$ cat config.mk
export PLATFORM = sky130hd
export DESIGN_NAME = pedestrian_crossing_controller_flat
export DESIGN_NICKNAME = d
export VERILOG_FILES = /design/src/design/pcc_pkg.sv /design/src/design/pcc_if.sv /design/src/design/pcc_cfg_regs.sv /design/src/design/pcc_seq_core.sv /design/src/design/pcc_display.sv /design/src/design/pedestrian_crossing_controller.sv /design/src/flat_wrapper.sv
export SDC_FILE = /design/constraint.sdc
export NUM_CORES = 1
export LEC_CHECK = 0
export BUFFER_PORTS_ARGS = -buffer_cell sky130_fd_sc_hd__buf_2
export CAP_MARGIN = 5
export CORE_ASPECT_RATIO = 1.2
export CORE_UTILIZATION = 45
export CTS_CLUSTER_DIAMETER = 120
export DETAILED_ROUTE_END_ITERATION = 10
export MAX_ROUTING_LAYER = met4
export PLACE_DENSITY = 0.61
export SETUP_SLACK_MARGIN = 0.1
export SYNTH_ARGS = -nofsm -noshare
export SYNTH_HDL_FRONTEND = slang
export SYNTH_SLANG_ARGS = --single-unit
$ cat constraint.sdc
create_clock -name clk -period 4.9 [get_ports clk]
set_clock_uncertainty 0.15 [all_clocks]
set_input_delay 1.47 -clock clk [delete_from_list [all_inputs] [get_ports clk]]
set_output_delay 1.47 -clock clk [all_outputs]
set_load 0.01 [all_outputs]
$ cat src/design/pcc_pkg.sv
`timescale 1ns / 1ps
package pcc_pkg;

  localparam int CFG_IDX_W  = 2;
  localparam int CFG_DATA_W = 16;

  localparam logic [CFG_IDX_W-1:0] CFG_YELLOW_TICKS = 2'd0;
  localparam logic [CFG_IDX_W-1:0] CFG_WALK_SECONDS = 2'd1;
  localparam logic [CFG_IDX_W-1:0] CFG_TICKS_PER_SEC = 2'd2;
  localparam logic [CFG_IDX_W-1:0] CFG_MUX_PERIOD = 2'd3;

  localparam logic [15:0] YELLOW_TICKS_RST = 16'd3000;
  localparam logic [6:0]  WALK_SECONDS_RST = 7'd10;
  localparam logic [15:0] TICKS_PER_SEC_RST = 16'd1000;
  localparam logic [7:0]  MUX_PERIOD_RST = 8'd5;
  localparam logic [6:0]  WALK_SECONDS_MAX = 7'd99;

  typedef enum logic [1:0] {
    PH_IDLE   = 2'd0,
    PH_YELLOW = 2'd1,
    PH_WALK   = 2'd2
  } phase_t;

  typedef struct packed {
    logic [15:0] yellow_ticks;
    logic [6:0]  walk_seconds;
    logic [15:0] ticks_per_second;
    logic [7:0]  mux_period_ticks;
  } pcc_cfg_t;

  typedef struct packed {
    phase_t     phase;
    logic [6:0] seconds_left;
    logic       show_units;
  } pcc_view_t;

  typedef struct packed {
    logic       car_green;
    logic       car_yellow;
    logic       car_red;
    logic       walk_green;
    logic       walk_red;
    logic [7:0] segments;
    logic       tens_enable;
    logic       units_enable;
  } pcc_word_t;

  function automatic logic [7:0] seg_pattern(input logic [3:0] d);
    logic [7:0] p;
    case (d)
      4'd0: p = 8'hBF;
      4'd1: p = 8'h86;
      4'd2: p = 8'hDB;
      4'd3: p = 8'hCF;
      4'd4: p = 8'hE6;
      4'd5: p = 8'hED;
      4'd6: p = 8'hFD;
      4'd7: p = 8'h87;
      4'd8: p = 8'hFF;
      4'd9: p = 8'hEF;
      default: p = 8'h00;
    endcase
    return p;
  endfunction

  // exact for 0..99: v / 10 == (v * 205) >> 11
  function automatic logic [3:0] tens_of(input logic [6:0] v);
    logic [14:0] prod;
    prod = 15'(v) * 15'd205;
    return prod[14:11];
  endfunction

endpackage

$ cat src/design/pcc_if.sv
`timescale 1ns / 1ps
interface pcc_in_if;
  logic valid;
  logic ready;
  logic button_pressed;

  modport source(output valid, output button_pressed, input ready);
  modport sink(input valid, input button_pressed, output ready);
endinterface

interface pcc_out_if;
  logic       valid;
  logic       ready;
  logic       car_green;
  logic       car_yellow;
  logic       car_red;
  logic       walk_green;
  logic       walk_red;
  logic [7:0] segments;
  logic       tens_enable;
  logic       units_enable;

  modport source(output valid, output car_green, output car_yellow, output car_red,
                 output walk_green, output walk_red, output segments,
                 output tens_enable, output units_enable, input ready);
  modport sink(input valid, input car_green, input car_yellow, input car_red,
               input walk_green, input walk_red, input segments,
               input tens_enable, input units_enable, output ready);
endinterface

$ cat src/design/pcc_cfg_regs.sv
`timescale 1ns / 1ps
module pcc_cfg_regs (
  input  logic                          clk,
  input  logic                          rst_n,
  input  logic                          cfg_we,
  input  logic [pcc_pkg::CFG_IDX_W-1:0]  cfg_index,
  input  logic [pcc_pkg::CFG_DATA_W-1:0] cfg_data,
  output pcc_pkg::pcc_cfg_t             cfg
);

  logic [15:0] yellow_r;
  logic [6:0]  walk_r;
  logic [15:0] tps_r;
  logic [7:0]  mux_r;

  always_ff @(posedge clk) begin
    if (!rst_n) begin
      yellow_r <= pcc_pkg::YELLOW_TICKS_RST;
      walk_r   <= pcc_pkg::WALK_SECONDS_RST;
      tps_r    <= pcc_pkg::TICKS_PER_SEC_RST;
      mux_r    <= pcc_pkg::MUX_PERIOD_RST;
    end else if (cfg_we) begin
      unique case (cfg_index)
        pcc_pkg::CFG_YELLOW_TICKS: begin
          yellow_r <= cfg_data;
        end
        pcc_pkg::CFG_WALK_SECONDS: begin
          walk_r <= cfg_data[6:0];
        end
        pcc_pkg::CFG_TICKS_PER_SEC: begin
          tps_r <= cfg_data;
        end
        pcc_pkg::CFG_MUX_PERIOD: begin
          mux_r <= cfg_data[7:0];
        end
        default: begin
        end
      endcase
    end
  end

  // zero acts as one; walk start clamped to 1..99
  always_comb begin
    cfg.yellow_ticks     = (yellow_r == 16'd0) ? 16'd1 : yellow_r;
    cfg.ticks_per_second = (tps_r == 16'd0) ? 16'd1 : tps_r;
    cfg.mux_period_ticks = (mux_r == 8'd0) ? 8'd1 : mux_r;
    if (walk_r == 7'd0) begin
      cfg.walk_seconds = 7'd1;
    end else if (walk_r > pcc_pkg::WALK_SECONDS_MAX) begin
      cfg.walk_seconds = pcc_pkg::WALK_SECONDS_MAX;
    end else begin
      cfg.walk_seconds = walk_r;
    end
  end

endmodule

$ cat src/design/pcc_seq_core.sv
`timescale 1ns / 1ps
module pcc_seq_core (
  input  logic               clk,
  input  logic               rst_n,
  input  logic               step,
  input  logic               button_pressed,
  input  pcc_pkg::pcc_cfg_t  cfg,
  output pcc_pkg::pcc_view_t view
);

  pcc_pkg::phase_t phase_r, phase_nxt;
  logic        request_r, request_nxt;
  logic [15:0] phase_ticks_r, phase_ticks_nxt;
  logic [6:0]  seconds_r, seconds_nxt;
  logic [7:0]  mux_ticks_r, mux_ticks_nxt;
  logic        show_units_r, show_units_nxt;

  logic [15:0] pt_inc;
  logic [7:0]  mt_inc;

  always_ff @(posedge clk) begin
    if (!rst_n) begin
      phase_r       <= pcc_pkg::PH_IDLE;
      request_r     <= 1'b0;
      phase_ticks_r <= 16'd0;
      seconds_r     <= 7'd0;
      mux_ticks_r   <= 8'd0;
      show_units_r  <= 1'b0;
    end else if (step) begin
      phase_r       <= phase_nxt;
      request_r     <= request_nxt;
      phase_ticks_r <= phase_ticks_nxt;
      seconds_r     <= seconds_nxt;
      mux_ticks_r   <= mux_ticks_nxt;
      show_units_r  <= show_units_nxt;
    end
  end

  assign pt_inc = phase_ticks_r + 16'd1;
  assign mt_inc = mux_ticks_r + 8'd1;

  always_comb begin
    phase_nxt       = phase_r;
    request_nxt     = request_r;
    phase_ticks_nxt = phase_ticks_r;
    seconds_nxt     = seconds_r;
    mux_ticks_nxt   = mux_ticks_r;
    show_units_nxt  = show_units_r;
    unique case (phase_r)
      pcc_pkg::PH_YELLOW: begin
        phase_ticks_nxt = pt_inc;
        if (pt_inc == 16'd0 || pt_inc >= cfg.yellow_ticks) begin
          phase_nxt       = pcc_pkg::PH_WALK;
          phase_ticks_nxt = 16'd0;
          seconds_nxt     = cfg.walk_seconds;
          mux_ticks_nxt   = 8'd0;
          show_units_nxt  = 1'b0;
        end
      end
      pcc_pkg::PH_WALK: begin
        mux_ticks_nxt = mt_inc;
        if (mt_inc == 8'd0 || mt_inc >= cfg.mux_period_ticks) begin
          mux_ticks_nxt  = 8'd0;
          show_units_nxt = ~show_units_r;
        end
        phase_ticks_nxt = pt_inc;
        if (pt_inc == 16'd0 || pt_inc >= cfg.ticks_per_second) begin
          phase_ticks_nxt = 16'd0;
          seconds_nxt     = (seconds_r == 7'd0) ? 7'd0 : seconds_r - 7'd1;
          if (seconds_r <= 7'd1) begin
            phase_nxt      = pcc_pkg::PH_IDLE;
            mux_ticks_nxt  = 8'd0;
            show_units_nxt = 1'b0;
            request_nxt    = 1'b0;
          end
        end
      end
      default: begin
        if (phase_r != pcc_pkg::PH_IDLE) begin
          phase_nxt       = pcc_pkg::PH_IDLE;
          phase_ticks_nxt = 16'd0;
          mux_ticks_nxt   = 8'd0;
          show_units_nxt  = 1'b0;
        end
        if (request_r) begin
          request_nxt     = 1'b0;
          phase_nxt       = pcc_pkg::PH_YELLOW;
          phase_ticks_nxt = 16'd0;
        end else if (button_pressed) begin
          request_nxt = 1'b1;
        end
      end
    endcase
  end

  assign view.phase        = phase_r;
  assign view.seconds_left = seconds_r;
  assign view.show_units   = show_units_r;

endmodule

$ cat src/design/pcc_display.sv
`timescale 1ns / 1ps
module pcc_display (
  input  pcc_pkg::pcc_view_t view,
  output pcc_pkg::pcc_word_t word
);

  logic [3:0] tens;
  logic [6:0] tens_x10;
  logic [3:0] units;

  assign tens     = pcc_pkg::tens_of(view.seconds_left);
  assign tens_x10 = 7'({tens, 3'b000} + {2'b00, tens, 1'b0});
  assign units    = 4'(view.seconds_left - tens_x10);

  always_comb begin
    word = '0;
    unique case (view.phase)
      pcc_pkg::PH_YELLOW: begin
        word.car_yellow = 1'b1;
        word.walk_red   = 1'b1;
      end
      pcc_pkg::PH_WALK: begin
        word.car_red    = 1'b1;
        word.walk_green = 1'b1;
        if (view.show_units) begin
          word.segments     = pcc_pkg::seg_pattern(units);
          word.units_enable = 1'b1;
        end else begin
          word.segments    = pcc_pkg::seg_pattern(tens);
          word.tens_enable = 1'b1;
        end
      end
      default: begin
        word.car_green = 1'b1;
        word.walk_red  = 1'b1;
      end
    endcase
  end

endmodule

$ cat src/design/pedestrian_crossing_controller.sv
`timescale 1ns / 1ps
// Pedestrian crossing controller. Each input word is one millisecond tick with the sampled
// button; each accepted tick yields exactly one output word with the lamp and display state
// of that tick, taken from the state before the tick updates it. One word is accepted every
// clock cycle unless out_ch stalls a full output register: the whole update is one short
// combinational pass from the state registers into a single output register, and
// in_ch.ready stays high while that register is empty or being drained. Timing registers
// on the cfg_ port are to be written only while the block is idle; the block does not
// enforce this. A zero timing value acts as one and the walk start is limited to 1..99.
module pedestrian_crossing_controller (
  input  logic                          clk,
  input  logic                          rst_n,
  pcc_in_if.sink                        in_ch,
  pcc_out_if.source                     out_ch,
  input  logic                          cfg_we,
  input  logic [pcc_pkg::CFG_IDX_W-1:0]  cfg_index,
  input  logic [pcc_pkg::CFG_DATA_W-1:0] cfg_data
);

  pcc_pkg::pcc_cfg_t  cfg;
  pcc_pkg::pcc_view_t view;
  pcc_pkg::pcc_word_t word;
  pcc_pkg::pcc_word_t out_r;
  logic               out_valid_r;
  logic               accept;

  assign in_ch.ready = ~out_valid_r | out_ch.ready;
  assign accept      = in_ch.valid & in_ch.ready;

  pcc_cfg_regs u_cfg (
    .clk       (clk),
    .rst_n     (rst_n),
    .cfg_we    (cfg_we),
    .cfg_index (cfg_index),
    .cfg_data  (cfg_data),
    .cfg       (cfg)
  );

  pcc_seq_core u_core (
    .clk            (clk),
    .rst_n          (rst_n),
    .step           (accept),
    .button_pressed (in_ch.button_pressed),
    .cfg            (cfg),
    .view           (view)
  );

  pcc_display u_disp (
    .view (view),
    .word (word)
  );

  always_ff @(posedge clk) begin
    if (!rst_n) begin
      out_valid_r <= 1'b0;
    end else if (accept) begin
      out_valid_r <= 1'b1;
    end else if (out_ch.ready) begin
      out_valid_r <= 1'b0;
    end
  end

  always_ff @(posedge clk) begin
    if (accept) begin
      out_r <= word;
    end
  end

  assign out_ch.valid        = out_valid_r;
  assign out_ch.car_green    = out_r.car_green;
  assign out_ch.car_yellow   = out_r.car_yellow;
  assign out_ch.car_red      = out_r.car_red;
  assign out_ch.walk_green   = out_r.walk_green;
  assign out_ch.walk_red     = out_r.walk_red;
  assign out_ch.segments     = out_r.segments;
  assign out_ch.tens_enable  = out_r.tens_enable;
  assign out_ch.units_enable = out_r.units_enable;

endmodule

$ cat src/flat_wrapper.sv
// flat-port wrapper written by rule: the top's interface ports become plain ports
module pedestrian_crossing_controller_flat 
  (clk, rst_n, cfg_we, cfg_index, cfg_data, in_ch_valid, in_ch_button_pressed, in_ch_ready, out_ch_valid, out_ch_car_green, out_ch_car_yellow, out_ch_car_red, out_ch_walk_green, out_ch_walk_red, out_ch_segments, out_ch_tens_enable, out_ch_units_enable, out_ch_ready);
  pcc_in_if in_ch_i ();
  pcc_out_if out_ch_i ();
  input  logic clk;
  input  logic rst_n;
  input  logic cfg_we;
  input  logic [pcc_pkg::CFG_IDX_W-1:0] cfg_index;
  input  logic [pcc_pkg::CFG_DATA_W-1:0] cfg_data;
  input wire logic [$bits(in_ch_i.valid)-1:0] in_ch_valid;
  input wire logic [$bits(in_ch_i.button_pressed)-1:0] in_ch_button_pressed;
  output wire logic [$bits(in_ch_i.ready)-1:0] in_ch_ready;
  output wire logic [$bits(out_ch_i.valid)-1:0] out_ch_valid;
  output wire logic [$bits(out_ch_i.car_green)-1:0] out_ch_car_green;
  output wire logic [$bits(out_ch_i.car_yellow)-1:0] out_ch_car_yellow;
  output wire logic [$bits(out_ch_i.car_red)-1:0] out_ch_car_red;
  output wire logic [$bits(out_ch_i.walk_green)-1:0] out_ch_walk_green;
  output wire logic [$bits(out_ch_i.walk_red)-1:0] out_ch_walk_red;
  output wire logic [$bits(out_ch_i.segments)-1:0] out_ch_segments;
  output wire logic [$bits(out_ch_i.tens_enable)-1:0] out_ch_tens_enable;
  output wire logic [$bits(out_ch_i.units_enable)-1:0] out_ch_units_enable;
  input wire logic [$bits(out_ch_i.ready)-1:0] out_ch_ready;
  assign in_ch_i.valid = in_ch_valid;
  assign in_ch_i.button_pressed = in_ch_button_pressed;
  assign in_ch_ready = in_ch_i.ready;
  assign out_ch_valid = out_ch_i.valid;
  assign out_ch_car_green = out_ch_i.car_green;
  assign out_ch_car_yellow = out_ch_i.car_yellow;
  assign out_ch_car_red = out_ch_i.car_red;
  assign out_ch_walk_green = out_ch_i.walk_green;
  assign out_ch_walk_red = out_ch_i.walk_red;
  assign out_ch_segments = out_ch_i.segments;
  assign out_ch_tens_enable = out_ch_i.tens_enable;
  assign out_ch_units_enable = out_ch_i.units_enable;
  assign out_ch_i.ready = out_ch_ready;
  pedestrian_crossing_controller u_core (.clk(clk), .rst_n(rst_n), .in_ch(in_ch_i), .out_ch(out_ch_i), .cfg_we(cfg_we), .cfg_index(cfg_index), .cfg_data(cfg_data));
endmodule
==> parameters.txt, run 1 <==
Parameter                              Value

Outcome
  Outcome ... complete, no violations

Place
  Routability congestion estimate from global placement ... 0.8962
  Post-Place Cell Area ... 0.007636 mm^2
  Port Buffer Count ... 40
  Worst setup slack after placement ... -0.07353 ns
  Detailed Place HPWL ... 13.22 mm

Die
  Starting density of the core ... 46.35%
  Std-Cell Core Area ... 0.01514 mm^2
  Die outline width ... 116.0 um
  I/O pin count ... 41
  Std cell rows ... 49
  Height of the die ... 138.8 um
  Floorplan die area ... 0.01610 mm^2

Setup path
  Data arrival time of the critical path ... 4.74 ns
  Crit path max-delay family ... adder cells
  Endpoint type of the worst setup path ... flop
  CP Max Fanout ... 5
  Required time at the endpoint of the critical path ... 4.86 ns
  Nature of the critical path startpoint ... flop
  Worst-path cell chain ... inv_4, ha_4, inv_2, fa_2, inv_2, fa_1, ha_4, ha_4, or4_4, o21ai_4, a31oi_4, xor2_2, ha_1, and2_4, nor2b_1, mux2i_1, xnor2_1, xnor2_2, and2_4, a2111o_1
  Category of the most critical setup path ... flop to flop
  Buffers and inverters on the worst path ... 3
  Stage delay of the slowest cell on the critical path ... 0.43 ns
  Slowest library cell on the worst path ... sky130_fd_sc_hd__fa_1
  Top cell by count, worst path ... sky130_fd_sc_hd__ha_4

Timing
  Number of setup violations in the final report ... 0
  Maximum clock rate ... 209.0 MHz
  Final Slew Violations ... 0
  Min Clock Period, post-route ... 4.785 ns
  Final critical-path setup slack ... 0.1149 ns
  Normalized max-slew margin ... 57.72%
  Slew at the pin closest to its max-slew limit ... 0.6343 ns
  Final sum of negative setup slack ... 0 ns
  Portion of the clock cycle consumed by the worst path in the final layout ... 97.66%
  RSZ-0062 raised after global routing ... yes
  Hold Fails Final Rpt ... 0

Finish
  Layout Cell Area excl Fill ... 0.008122 mm^2
  Filler cell count in the final layout ... 1441
  P&R area growth vs syn ... 15.70%
  Net count, final ... 997
  N_diodes ... 0
  Fraction of final layout cells sized beyond drive strength 1 ... 16.84%

Route
  Count of antenna-violating nets left after detailed routing ... 0
  First-pass DRT Iterations ... 5
  Post-detailed-route DRC marker count ... 0
  Wire length per cell ... 15.97 um
  Number of DRC violations after detailed-routing iteration 0 ... 360
  Routed Wire Length ... 17.10 mm
  Via total after detailed routing ... 5967
  Mean number of vias per cell ... 5.571

Yosys
  Post-synthesis net count ... 953
  Synth Warn # ... 0
  Number of flops mapped to enable cells by yosys ... 14
  Register area share after synthesis ... 29.66%
  Top FF cell, synth ... sky130_fd_sc_hd__dfxtp_1
  Unique cell type count in the Yosys netlist ... 74
  Mean instance size in the synthesized netlist ... 8.581 um^2
  Number of synthesized register bits ... 97
  Share of flip-flops with an asynchronous set or reset ... 0%
  Synthesized instance count ... 818
  Netlist Area Pre-Place ... 0.007019 mm^2

GRT
  Wire length of the first global-routing pass ... 27.96 mm
  Maximum number of pins on one net before global-route repair ... 40
  Total overflow reported by the global router ... 0
  Number of global-route vias before repair ... 5757
  Total routing resource utilization after global routing ... 22.84%
  Number of antenna violations at the first check in global routing ... 0

Clock network
  H-Tree Depth ... 3
  Cts-stage hold buffer count ... 0
  Num Clock Sinks ... 97
  Worst-path clk slew ... 0.07 ns
  Number of buffers on the longest clock path ... 2
  Clock root cell ... sky130_fd_sc_hd__clkbuf_16
  Total CTS buffers ... 9
  Worst skew pair latency ... 0.36 ns
  Clock tree from TritonCTS ... built

Hold path
  Hold Path Class ... flop to flop

Run
  Maximum Capacitance Violations ... 0

Power and ir drop
  Peak supply drop ... 0.1952 mV
  Lkg Pwr ... 0.003698 uW
  Total Power ... 1668 uW
  Ratio of total power to cell area ... 205.4 mW/mm^2
through the flow:
stage	util, %	hold WS [ns]	cells
6_report	53.63	0.3073	1071
3_3_place_gp	50.43	0.2975	1049
4_1_cts	53.01	0.3072	1068
3_5_place_dp	50.43	0.2977	1049
2_1_floorplan	-	0.2863	818
5_1_grt	53.63	0.3246	1071
cells in the final DEF (no fill, tap or decap), types with 14 or more instances in the layout:
cell type	n
sky130_fd_sc_hd__nand2_1	114
sky130_fd_sc_hd__ha_1	87
sky130_fd_sc_hd__dfxtp_1	77
sky130_fd_sc_hd__inv_1	70
sky130_fd_sc_hd__a21oi_1	49
sky130_fd_sc_hd__buf_2	40
sky130_fd_sc_hd__nor2_1	39
sky130_fd_sc_hd__buf_4	28
sky130_fd_sc_hd__xnor2_1	24
sky130_fd_sc_hd__nand3_1	21
sky130_fd_sc_hd__o211ai_1	17
sky130_fd_sc_hd__nor3_1	15
sky130_fd_sc_hd__o21ai_0	14
sky130_fd_sc_hd__a22o_1	14
sky130_fd_sc_hd__edfxtp_1	14
Yosys cell counts, drive strengths merged (14+ instances only):
cell type	instances	share of area (%)
nand2	114	6.1
a21oi	50	3.6
nor3	15	1.1
nor2	41	2.3
o21ai	17	1.2
a22o	14	1.7
nand3	22	1.6
dfxtp	83	24
clkbuf	28	1.5
edfxtp	14	6.0
inv	79	4.2
o211ai	17	1.8
xnor2	25	3.1
ha	103	18
what timing repair did:
item,CTS,global route
setup buffers,3,3
resized for setup,11,16
setup endpoints to repair,7,8
pin swaps,10,10
state kept, by name, indices dropped and copies added (netlist names):
register                     cells
u_core.u_cfg.mux_r               8
u_core.u_core.request_r          1
u_core.out_ch.walk_green         1
u_core.u_core.seconds_r          7
u_core.out_ch.car_yellow         1
u_core.out_ch.valid              1
u_core.u_core.phase_ticks_r     16
u_core.u_core.phase_r            2
u_core.out_ch.car_green          1
u_core.u_cfg.walk_r              7
u_core.u_cfg.yellow_r           16
u_core.out_ch.walk_red           1
u_core.u_cfg.tps_r              16
u_core.out_ch.tens_enable        1
u_core.out_ch.units_enable       1
u_core.u_core.show_units_r       1
u_core.out_ch.segments           8
u_core.u_core.mux_ticks_r        8
area by class of cell:
| type | instances | area (um^2) | area share (%) |
|---|---|---|---|
| well taps | 204 | 255.2 | 3.143 |
| clock inverters | 4 | 32.53 | 0.4006 |
| inverters | 79 | 306.5 | 3.774 |
| clock buffers | 12 | 257.7 | 3.174 |
| multi-input cells | 607 | 4757 | 58.57 |
| flip-flops and latches | 97 | 2102 | 25.88 |
| repair buffers | 68 | 410.4 | 5.053 |
cell families (layout without fill, tap and decap cells):
family | after synthesis | count (layout) | synth area share (%)
mux | 14 | 14 | 2.032
flops | 97 | 97 | 29.66
compound gates | 179 | 179 | 18.06
buf+inv | 114 | 163 | 6.453
simple gates | 267 | 267 | 18.56
xor+xnor | 36 | 36 | 4.599
fa+ha+maj | 111 | 111 | 20.64
path summary, 6_finish.rpt:
check                             start                        end  slack (ns)  cells after the start
min reg2reg       u_core.u_cfg.mux_r[1]      u_core.u_cfg.mux_r[1]        0.31                      2
min               u_core.u_cfg.mux_r[1]      u_core.u_cfg.mux_r[1]        0.31                      2
max          u_core.u_core.seconds_r[6]  u_core.out_ch.segments[3]        0.11                     20
max reg2reg  u_core.u_core.seconds_r[6]  u_core.out_ch.segments[3]        0.11                     20
power by group:
part | switching (uW) | internal, uW | leakage, uW
clock network | 322 | 381 | 0.000143
registers | 12.8 | 824 | 0.000813
logic | 79.7 | 48.3 | 0.00274
total | 415 | 1250 | 0.00370
metal layers:
layer  routed length (um)  global-route usage (%)  vias up
met2                 8795                   38.53      109
met4                  429                   9.649        0
met3                  389                   2.753       30
li1                     -                       -     2993
met1                 7488                   27.07     2835
met5                    0                       -        -
tightest hold or removal path, delay by kind of cell, from the launching register on:
| kind | cells | cell delay (ns) |
|---|---|---|
| flops | 1 | 0.31 |
| compound gates | 1 | 0.05 |
| simple gates | 1 | 0.05 |
Power figures use the tool's default switching activity.
==> run 2, diff against run 1 <==
Settings changed: SYNTH_HIERARCHICAL set to 1.
==> parameters.txt, run 2 <==
Parameter                              Value

Outcome
  Outcome ... complete, no violations

GRT
  Wire length of the first global-routing pass ... 27.15 mm
  Number of global-route vias before repair ... 5556
  Maximum number of pins on one net before global-route repair ... 72
  Number of antenna violations at the first check in global routing ... 0
  Total overflow reported by the global router ... 0
  Total routing resource utilization after global routing ... 20.75%

Yosys
  Netlist Area Pre-Place ... 0.007330 mm^2
  Compound-gate portion of the synthesized area ... 15.86%
  Number of flops mapped to enable cells by yosys ... 15
  Xor/xnor share of the synthesized area ... 3.892%
  Cell type with the largest total area after synthesis ... sky130_fd_sc_hd__dfxtp_1
  Post-synthesis net count ... 1013
  Top cell types by occurrence after synthesis ... sky130_fd_sc_hd__nand2_1, sky130_fd_sc_hd__ha_1, sky130_fd_sc_hd__dfxtp_1
  Synthesized instance count ... 880
  Top FF cell, synth ... sky130_fd_sc_hd__dfxtp_1
  Mean instance size in the synthesized netlist ... 8.329 um^2
  Area fraction in and, or, nand and nor cells after synthesis ... 21.83%
  Unique cell type count in the Yosys netlist ... 76
  Share of flip-flops with an asynchronous set or reset ... 0%
  Cell with the most instances after synthesis ... sky130_fd_sc_hd__nand2_1
  Post-synthesis mux area share ... 1.963%
  Synth Warn # ... 6
  Leading post-synthesis cells by cell area ... sky130_fd_sc_hd__dfxtp_1, sky130_fd_sc_hd__ha_1, sky130_fd_sc_hd__nand2_1, sky130_fd_sc_hd__edfxtp_1, sky130_fd_sc_hd__inv_1
  Largest family of logic cells by synthesized area ... simple AND/OR/NAND/NOR gates
  Number of synthesized register bits ... 98
  Share of the synthesized area in the top cell type ... 22.67%
  Fraction of the mapped netlist area in adder cells ... 19.43%
  Register area share after synthesis ... 28.82%

Die
  Floorplan die area ... 0.01680 mm^2
  I/O pin count ... 41
  Height of the die ... 141.8 um
  Starting density of the core ... 46.49%
  Std-Cell Core Area ... 0.01577 mm^2
  Std cell rows ... 50
  Die outline width ... 118.5 um

Timing
  Slew at the pin closest to its max-slew limit ... 1.069 ns
  Final Slew Violations ... 0
  Final sum of negative setup slack ... 0 ns
  Portion of the clock cycle consumed by the worst path in the final layout ... 94.70%
  Final critical-path setup slack ... 0.2598 ns
  Normalized max-slew margin ... 28.41%
  Maximum clock rate ... 215.5 MHz
  RSZ-0062 raised after global routing ... yes
  Number of setup violations in the final report ... 0
  Min Clock Period, post-route ... 4.640 ns
  Hold Fails Final Rpt ... 0

Setup path
  Crit path max-delay family ... adder cells
  Slowest library cell on the worst path ... sky130_fd_sc_hd__fa_1
  Top cell by count, worst path ... sky130_fd_sc_hd__ha_4
  Worst-path cell chain ... ha_4, ha_4, fa_1, inv_1, fa_1, inv_1, ha_1, a21oi_2, a211o_1, nand2_1, a311o_2, ha_4, nand2_1, a22oi_2, xnor3_2, and2_4, a221o_1
  Buffers and inverters on the worst path ... 2
  Nature of the critical path startpoint ... flop
  Endpoint type of the worst setup path ... flop
  Required time at the endpoint of the critical path ... 4.86 ns
  Data arrival time of the critical path ... 4.60 ns
  Category of the most critical setup path ... flop to flop
  CP Max Fanout ... 5
  Stage delay of the slowest cell on the critical path ... 0.50 ns

Finish
  Net count, final ... 1018
  Post-Layout Cell Count ... 1098
  Layout Utilization ... 51.56%
  Most used cells in the layout excluding fill and tap cells ... sky130_fd_sc_hd__nand2_1, sky130_fd_sc_hd__ha_1, sky130_fd_sc_hd__inv_1
  Fraction of final layout cells sized beyond drive strength 1 ... 14.61%
  Most frequent standard cell in the layout excluding fill and tap cells ... sky130_fd_sc_hd__nand2_1
  N_diodes ... 0
  Largest registers ... u_core/u_cfg/tps_r: 16 flops, u_core/u_cfg/yellow_r: 16 flops, u_core/u_core/phase_ticks_r: 16 flops
  P&R area growth vs syn ... 10.91%

Place
  Port Buffer Count ... 40
  Worst setup slack after placement ... 0.01025 ns
  Detailed Place HPWL ... 12.04 mm
  Routability congestion estimate from global placement ... 0.8560
  Placed insts ... 1076

Power and ir drop
  Total Power ... 1692 uW
  Lkg Pwr ... 0.003649 uW
  Peak supply drop ... 0.1913 mV
  Ratio of total power to cell area ... 208.1 mW/mm^2

Route
  Via total after detailed routing ... 5766
  Post-detailed-route DRC marker count ... 0
  First-pass DRT Iterations ... 5
  Mean number of vias per cell ... 5.251
  Routed Wire Length ... 16.05 mm
  Count of antenna-violating nets left after detailed routing ... 0
  Wire length per cell ... 14.62 um
  Number of DRC violations after detailed-routing iteration 0 ... 277

Run
  Maximum Capacitance Violations ... 0

Clock network
  Clock root cell ... sky130_fd_sc_hd__clkbuf_16
  Clock tree from TritonCTS ... built
  Total CTS buffers ... 9
  H-Tree Depth ... 3
  Worst-path clk slew ... 0.07 ns
  Num Clock Sinks ... 98
  Worst skew pair latency ... 0.35 ns
  Number of buffers on the longest clock path ... 2

Hold path
  Hold Path Class ... flop to flop
-- run 2: cell type report --
cell class              count  area (um^2)
fillers                  1552         7636
multi-input cells         632         4772
flip-flops and latches     98         2128
repair buffers             62        365.4
inverters                  82        307.8
well taps                 208        260.3
clock buffers              10        229.0
clock inverters             6        66.31
-- run 2: path summary, 6_finish.rpt --
check | startpoint | endpoint | slack [ns] | cells past startpoint
max reg2reg | u_core/u_core/seconds_r[4] | u_core/out_ch.segments[4] | 0.26 | 17
max | u_core/u_core/seconds_r[4] | u_core/out_ch.segments[4] | 0.26 | 17
min | u_core/u_cfg/mux_r[0] | u_core/u_cfg/mux_r[0] | 0.33 | 2
min reg2reg | u_core/u_cfg/mux_r[0] | u_core/u_cfg/mux_r[0] | 0.33 | 2
-- run 2: repair_timing --
action / CTS / global route
gates resized for setup: 8 / 17
pin swaps: 7 / 11
buffers inserted: 4 / 2
hold buffers: 0 / 0
setup endpoints to repair: 8 / 8
-- run 2: kinds of logic (layout without fill, tap and decap cells) --
group,count (synthesis),in the layout
compound gates,158,158
xor+xnor,30,30
fa+ha+maj,109,109
buf+inv,150,160
flops,98,98
mux,13,13
simple gates,322,322
-- run 2: worst min-delay path, stage by stage (launching register included) --
cell and delay (ns):
sky130_fd_sc_hd__dfxtp_1 0.31, sky130_fd_sc_hd__nand2_1 0.05, sky130_fd_sc_hd__nand3_1 0.06
-- run 2: power breakdown --
| group | switching (uW) | internal (uW) | total [uW] |
|---|---|---|---|
| combinational | 73.4 | 50.9 | 124 |
| sequential | 15.7 | 835 | 850 |
| clock | 319 | 398 | 717 |
-- run 2: layer usage --
metal | track usage [%] | share of wire (%) | wire length (um) | vias up
li1 | - | - | - | 3010
met1 | 25.94 | 48 | 7651 | 2657
met2 | 34.40 | 47 | 7593 | 80
met3 | 2.572 | 2.4 | 391 | 19
met4 | 7.662 | 2.6 | 416 | 0
met5 | - | 0 | 0 | -
-- run 2: metrics by stage --
| step | hold slack [ns] | cell area (um^2) |
|---|---|---|
| after floorplan | 0.2927 | 7350 |
| after global placement | 0.3138 | 7641 |
| after detailed placement | 0.3168 | 7641 |
| after CTS | 0.3323 | 8023 |
| after global routing | 0.3498 | 8129 |
| final | 0.3279 | 8129 |
==> run 3, diff against run 2 <==
Settings changed: BUFFER_PORTS_ARGS -buffer_cell sky130_fd_sc_hd__buf_2 to -buffer_cell sky130_fd_sc_hd__clkbuf_2.
==> parameters.txt, run 3 (synthesis gave the netlist of run 2 again) <==
Parameter                              Value

Route
  Routed Wire Length ... 16.12 mm
  Highest metal layer with signal wires ... met4
  Mean number of vias per cell ... 5.309
  Wire length on met1 ... 7.695 mm
  First-pass DRT Iterations ... 4
  Count of antenna-violating nets left after detailed routing ... 0
  Via total after detailed routing ... 5851
  Total length of routed met2 wires ... 7.910 mm
  Post-detailed-route DRC marker count ... 0
  Met3 wire length ... 229 um
  Wire length per cell ... 14.62 um
  Number of DRC violations after detailed-routing iteration 0 ... 231

GRT
  Total routing resource utilization after global routing ... 20.46%
  Number of global-route vias before repair ... 5548
  Number of antenna violations at the first check in global routing ... 0
  Total overflow reported by the global router ... 0
  Wire length of the first global-routing pass ... 26.78 mm
  Maximum number of pins on one net before global-route repair ... 52

Setup path
  Stages on the worst setup path ... 17
  Buffers and inverters on the worst path ... 2
  CP Max Fanout ... 5
  Worst-path cell chain ... ha_4, fa_1, ha_1, inv_1, fa_1, inv_1, ha_1, nand3_2, a211oi_2, nor4_1, a311o_2, ha_4, nand2_1, a22oi_2, xnor3_2, and2_4, a221o_1
  Crit path max-delay family ... adder cells
  Stage delay of the slowest cell on the critical path ... 0.49 ns
  Slowest library cell on the worst path ... sky130_fd_sc_hd__fa_1
  Count of cells along the worst register-to-register path ... 17
  Category of the most critical setup path ... flop to flop
  Required time at the endpoint of the critical path ... 4.86 ns
  Nature of the critical path startpoint ... flop
  Endpoint type of the worst setup path ... flop
  Data arrival time of the critical path ... 4.63 ns

Place
  Routability congestion estimate from global placement ... 0.8347
  Detailed Place HPWL ... 12.01 mm
  Port Buffer Count ... 40

Power and ir drop
  Peak supply drop ... 0.1956 mV
  Ratio of total power to cell area ... 207.0 mW/mm^2
  Switching share of power ... 25.55%
  Power dissipated by switching net loads ... 431.3 uW
  Lkg Pwr ... 0.003683 uW
  P_int ... 1257 uW
  Portion of total power attributed to combinational logic ... 7.4%
  Part of the power in registers ... 50.4%
  Proportion of power drawn by the clock network ... 42.2%

Timing
  Hold Fails Final Rpt ... 0
  Number of setup violations in the final report ... 0
  Maximum clock rate ... 214.0 MHz
  Normalized max-slew margin ... 29.20%
  Final Slew Violations ... 0
  Portion of the clock cycle consumed by the worst path in the final layout ... 95.39%
  Final sum of negative setup slack ... 0 ns
  Worst hold slack ... 0.3207 ns
  Slew at the pin closest to its max-slew limit ... 1.057 ns
  RSZ-0062 raised after global routing ... no
  Min Clock Period, post-route ... 4.674 ns

Die
  I/O pin count ... 41
  Floorplan die area ... 0.01680 mm^2
  Starting density of the core ... 46.49%
  Std cell rows ... 50
  Die outline width ... 118.5 um
  Std-Cell Core Area ... 0.01577 mm^2
  Height of the die ... 141.8 um

Hold path
  Hold Path Class ... flop to flop
  Worst Hold Path Cells ... 2

Clock network
  Num Clock Sinks ... 98
  H-Tree Depth ... 3
  Worst-path clk slew ... 0.07 ns
  Clock tree from TritonCTS ... built
  Total CTS buffers ... 9
  Worst skew pair latency ... 0.35 ns
  Number of buffers on the longest clock path ... 2
  Clock root cell ... sky130_fd_sc_hd__clkbuf_16

Finish
  Most frequent standard cell in the layout excluding fill and tap cells ... sky130_fd_sc_hd__nand2_1
  N_diodes ... 0
  Net count, final ... 1022
  Fraction of final layout cells sized beyond drive strength 1 ... 14.77%
  Largest registers ... u_core/u_cfg/tps_r: 16 flops, u_core/u_cfg/yellow_r: 16 flops, u_core/u_core/phase_ticks_r: 16 flops
  Most used cells in the layout excluding fill and tap cells ... sky130_fd_sc_hd__nand2_1, sky130_fd_sc_hd__ha_1, sky130_fd_sc_hd__inv_1
  P&R area growth vs syn ... 11.30%

Run
  Maximum Capacitance Violations ... 0

Outcome
  Outcome ... complete, no violations
==> run 3: cell types whose count changed in the layout (fill, tap and decap cells not counted), sizes merged <==
cell / previous run / this run
clkbuf: 10 / 50
buf: 62 / 26
inv: 83 / 86
clkinv: 4 / 2
bufinv: 1 / 0
==> run 3: worst reg2reg max path: stages (launching register included) <==
cell	delay [ns]
sky130_fd_sc_hd__dfxtp_4	0.38
sky130_fd_sc_hd__ha_4	0.25
sky130_fd_sc_hd__fa_1	0.44
sky130_fd_sc_hd__ha_1	0.29
sky130_fd_sc_hd__inv_1	0.05
sky130_fd_sc_hd__fa_1	0.49
sky130_fd_sc_hd__inv_1	0.04
sky130_fd_sc_hd__ha_1	0.28
sky130_fd_sc_hd__nand3_2	0.09
sky130_fd_sc_hd__a211oi_2	0.21
sky130_fd_sc_hd__nor4_1	0.07
sky130_fd_sc_hd__a311o_2	0.40
sky130_fd_sc_hd__ha_4	0.28
sky130_fd_sc_hd__nand2_1	0.06
sky130_fd_sc_hd__a22oi_2	0.19
sky130_fd_sc_hd__xnor3_2	0.28
sky130_fd_sc_hd__and2_4	0.17
sky130_fd_sc_hd__a221o_1	0.33
==> run 3: worst paths after layout <==
path / from / endpoint / slack (ns)
worst min register to register: u_core/u_cfg/yellow_r[0] / u_core/u_cfg/yellow_r[0] / 0.32
worst max-delay path: u_core/u_core/seconds_r[4] / u_core/out_ch.segments[4] / 0.23
worst min-delay path: u_core/u_cfg/yellow_r[0] / u_core/u_cfg/yellow_r[0] / 0.32
worst max register to register: u_core/u_core/seconds_r[4] / u_core/out_ch.segments[4] / 0.23
==> run 3: area by class of cell <==
class	count	area, um^2
clock buffer	10	239.0
clock inverter	6	57.56
fill	1555	7607
inverter	82	307.8
multi-input combinational	632	4773
sequential	98	2125
tap	208	260.3
timing repair buffer	66	395.4
==> run 3: repair_timing <==
action,in CTS,in global routing
endpoints found under the setup margin,8,8
pin swaps,4,10
gates resized for setup,7,15
hold buffers,0,0
buffers inserted,5,4
==> run 3: power groups by stage <==
stage	sequential [uW]	clock (uW)	combinational, uW
floorplan	869	0	90.0
global placement	870	0	124
detailed placement	871	0	125
CTS	851	733	126
global route	854	762	141
finish	851	713	125
==> run 3: layer usage <==
metal / up-vias / GRT usage (%)
met2: 60 / 34.74
met4: 0 / 7.129
met5: - / -
met3: 15 / 2.050
met1: 2747 / 25.37
li1: 3029 / -
==> run 3: metrics by stage <==
stage               instances  total power (uW)  area, um^2  setup WS [ns]  util, %
CTS                      1098              1710        8031         0.1049    50.94
detailed placement       1077             995.8        7649        0.02206    48.52
finish                   1102              1688        8158         0.2261    51.75
global placement         1077             994.1        7649        0.07787    48.52
global route             1102              1757        8158        0.06894    51.75
floorplan                 880             958.6        7350         0.1027        -
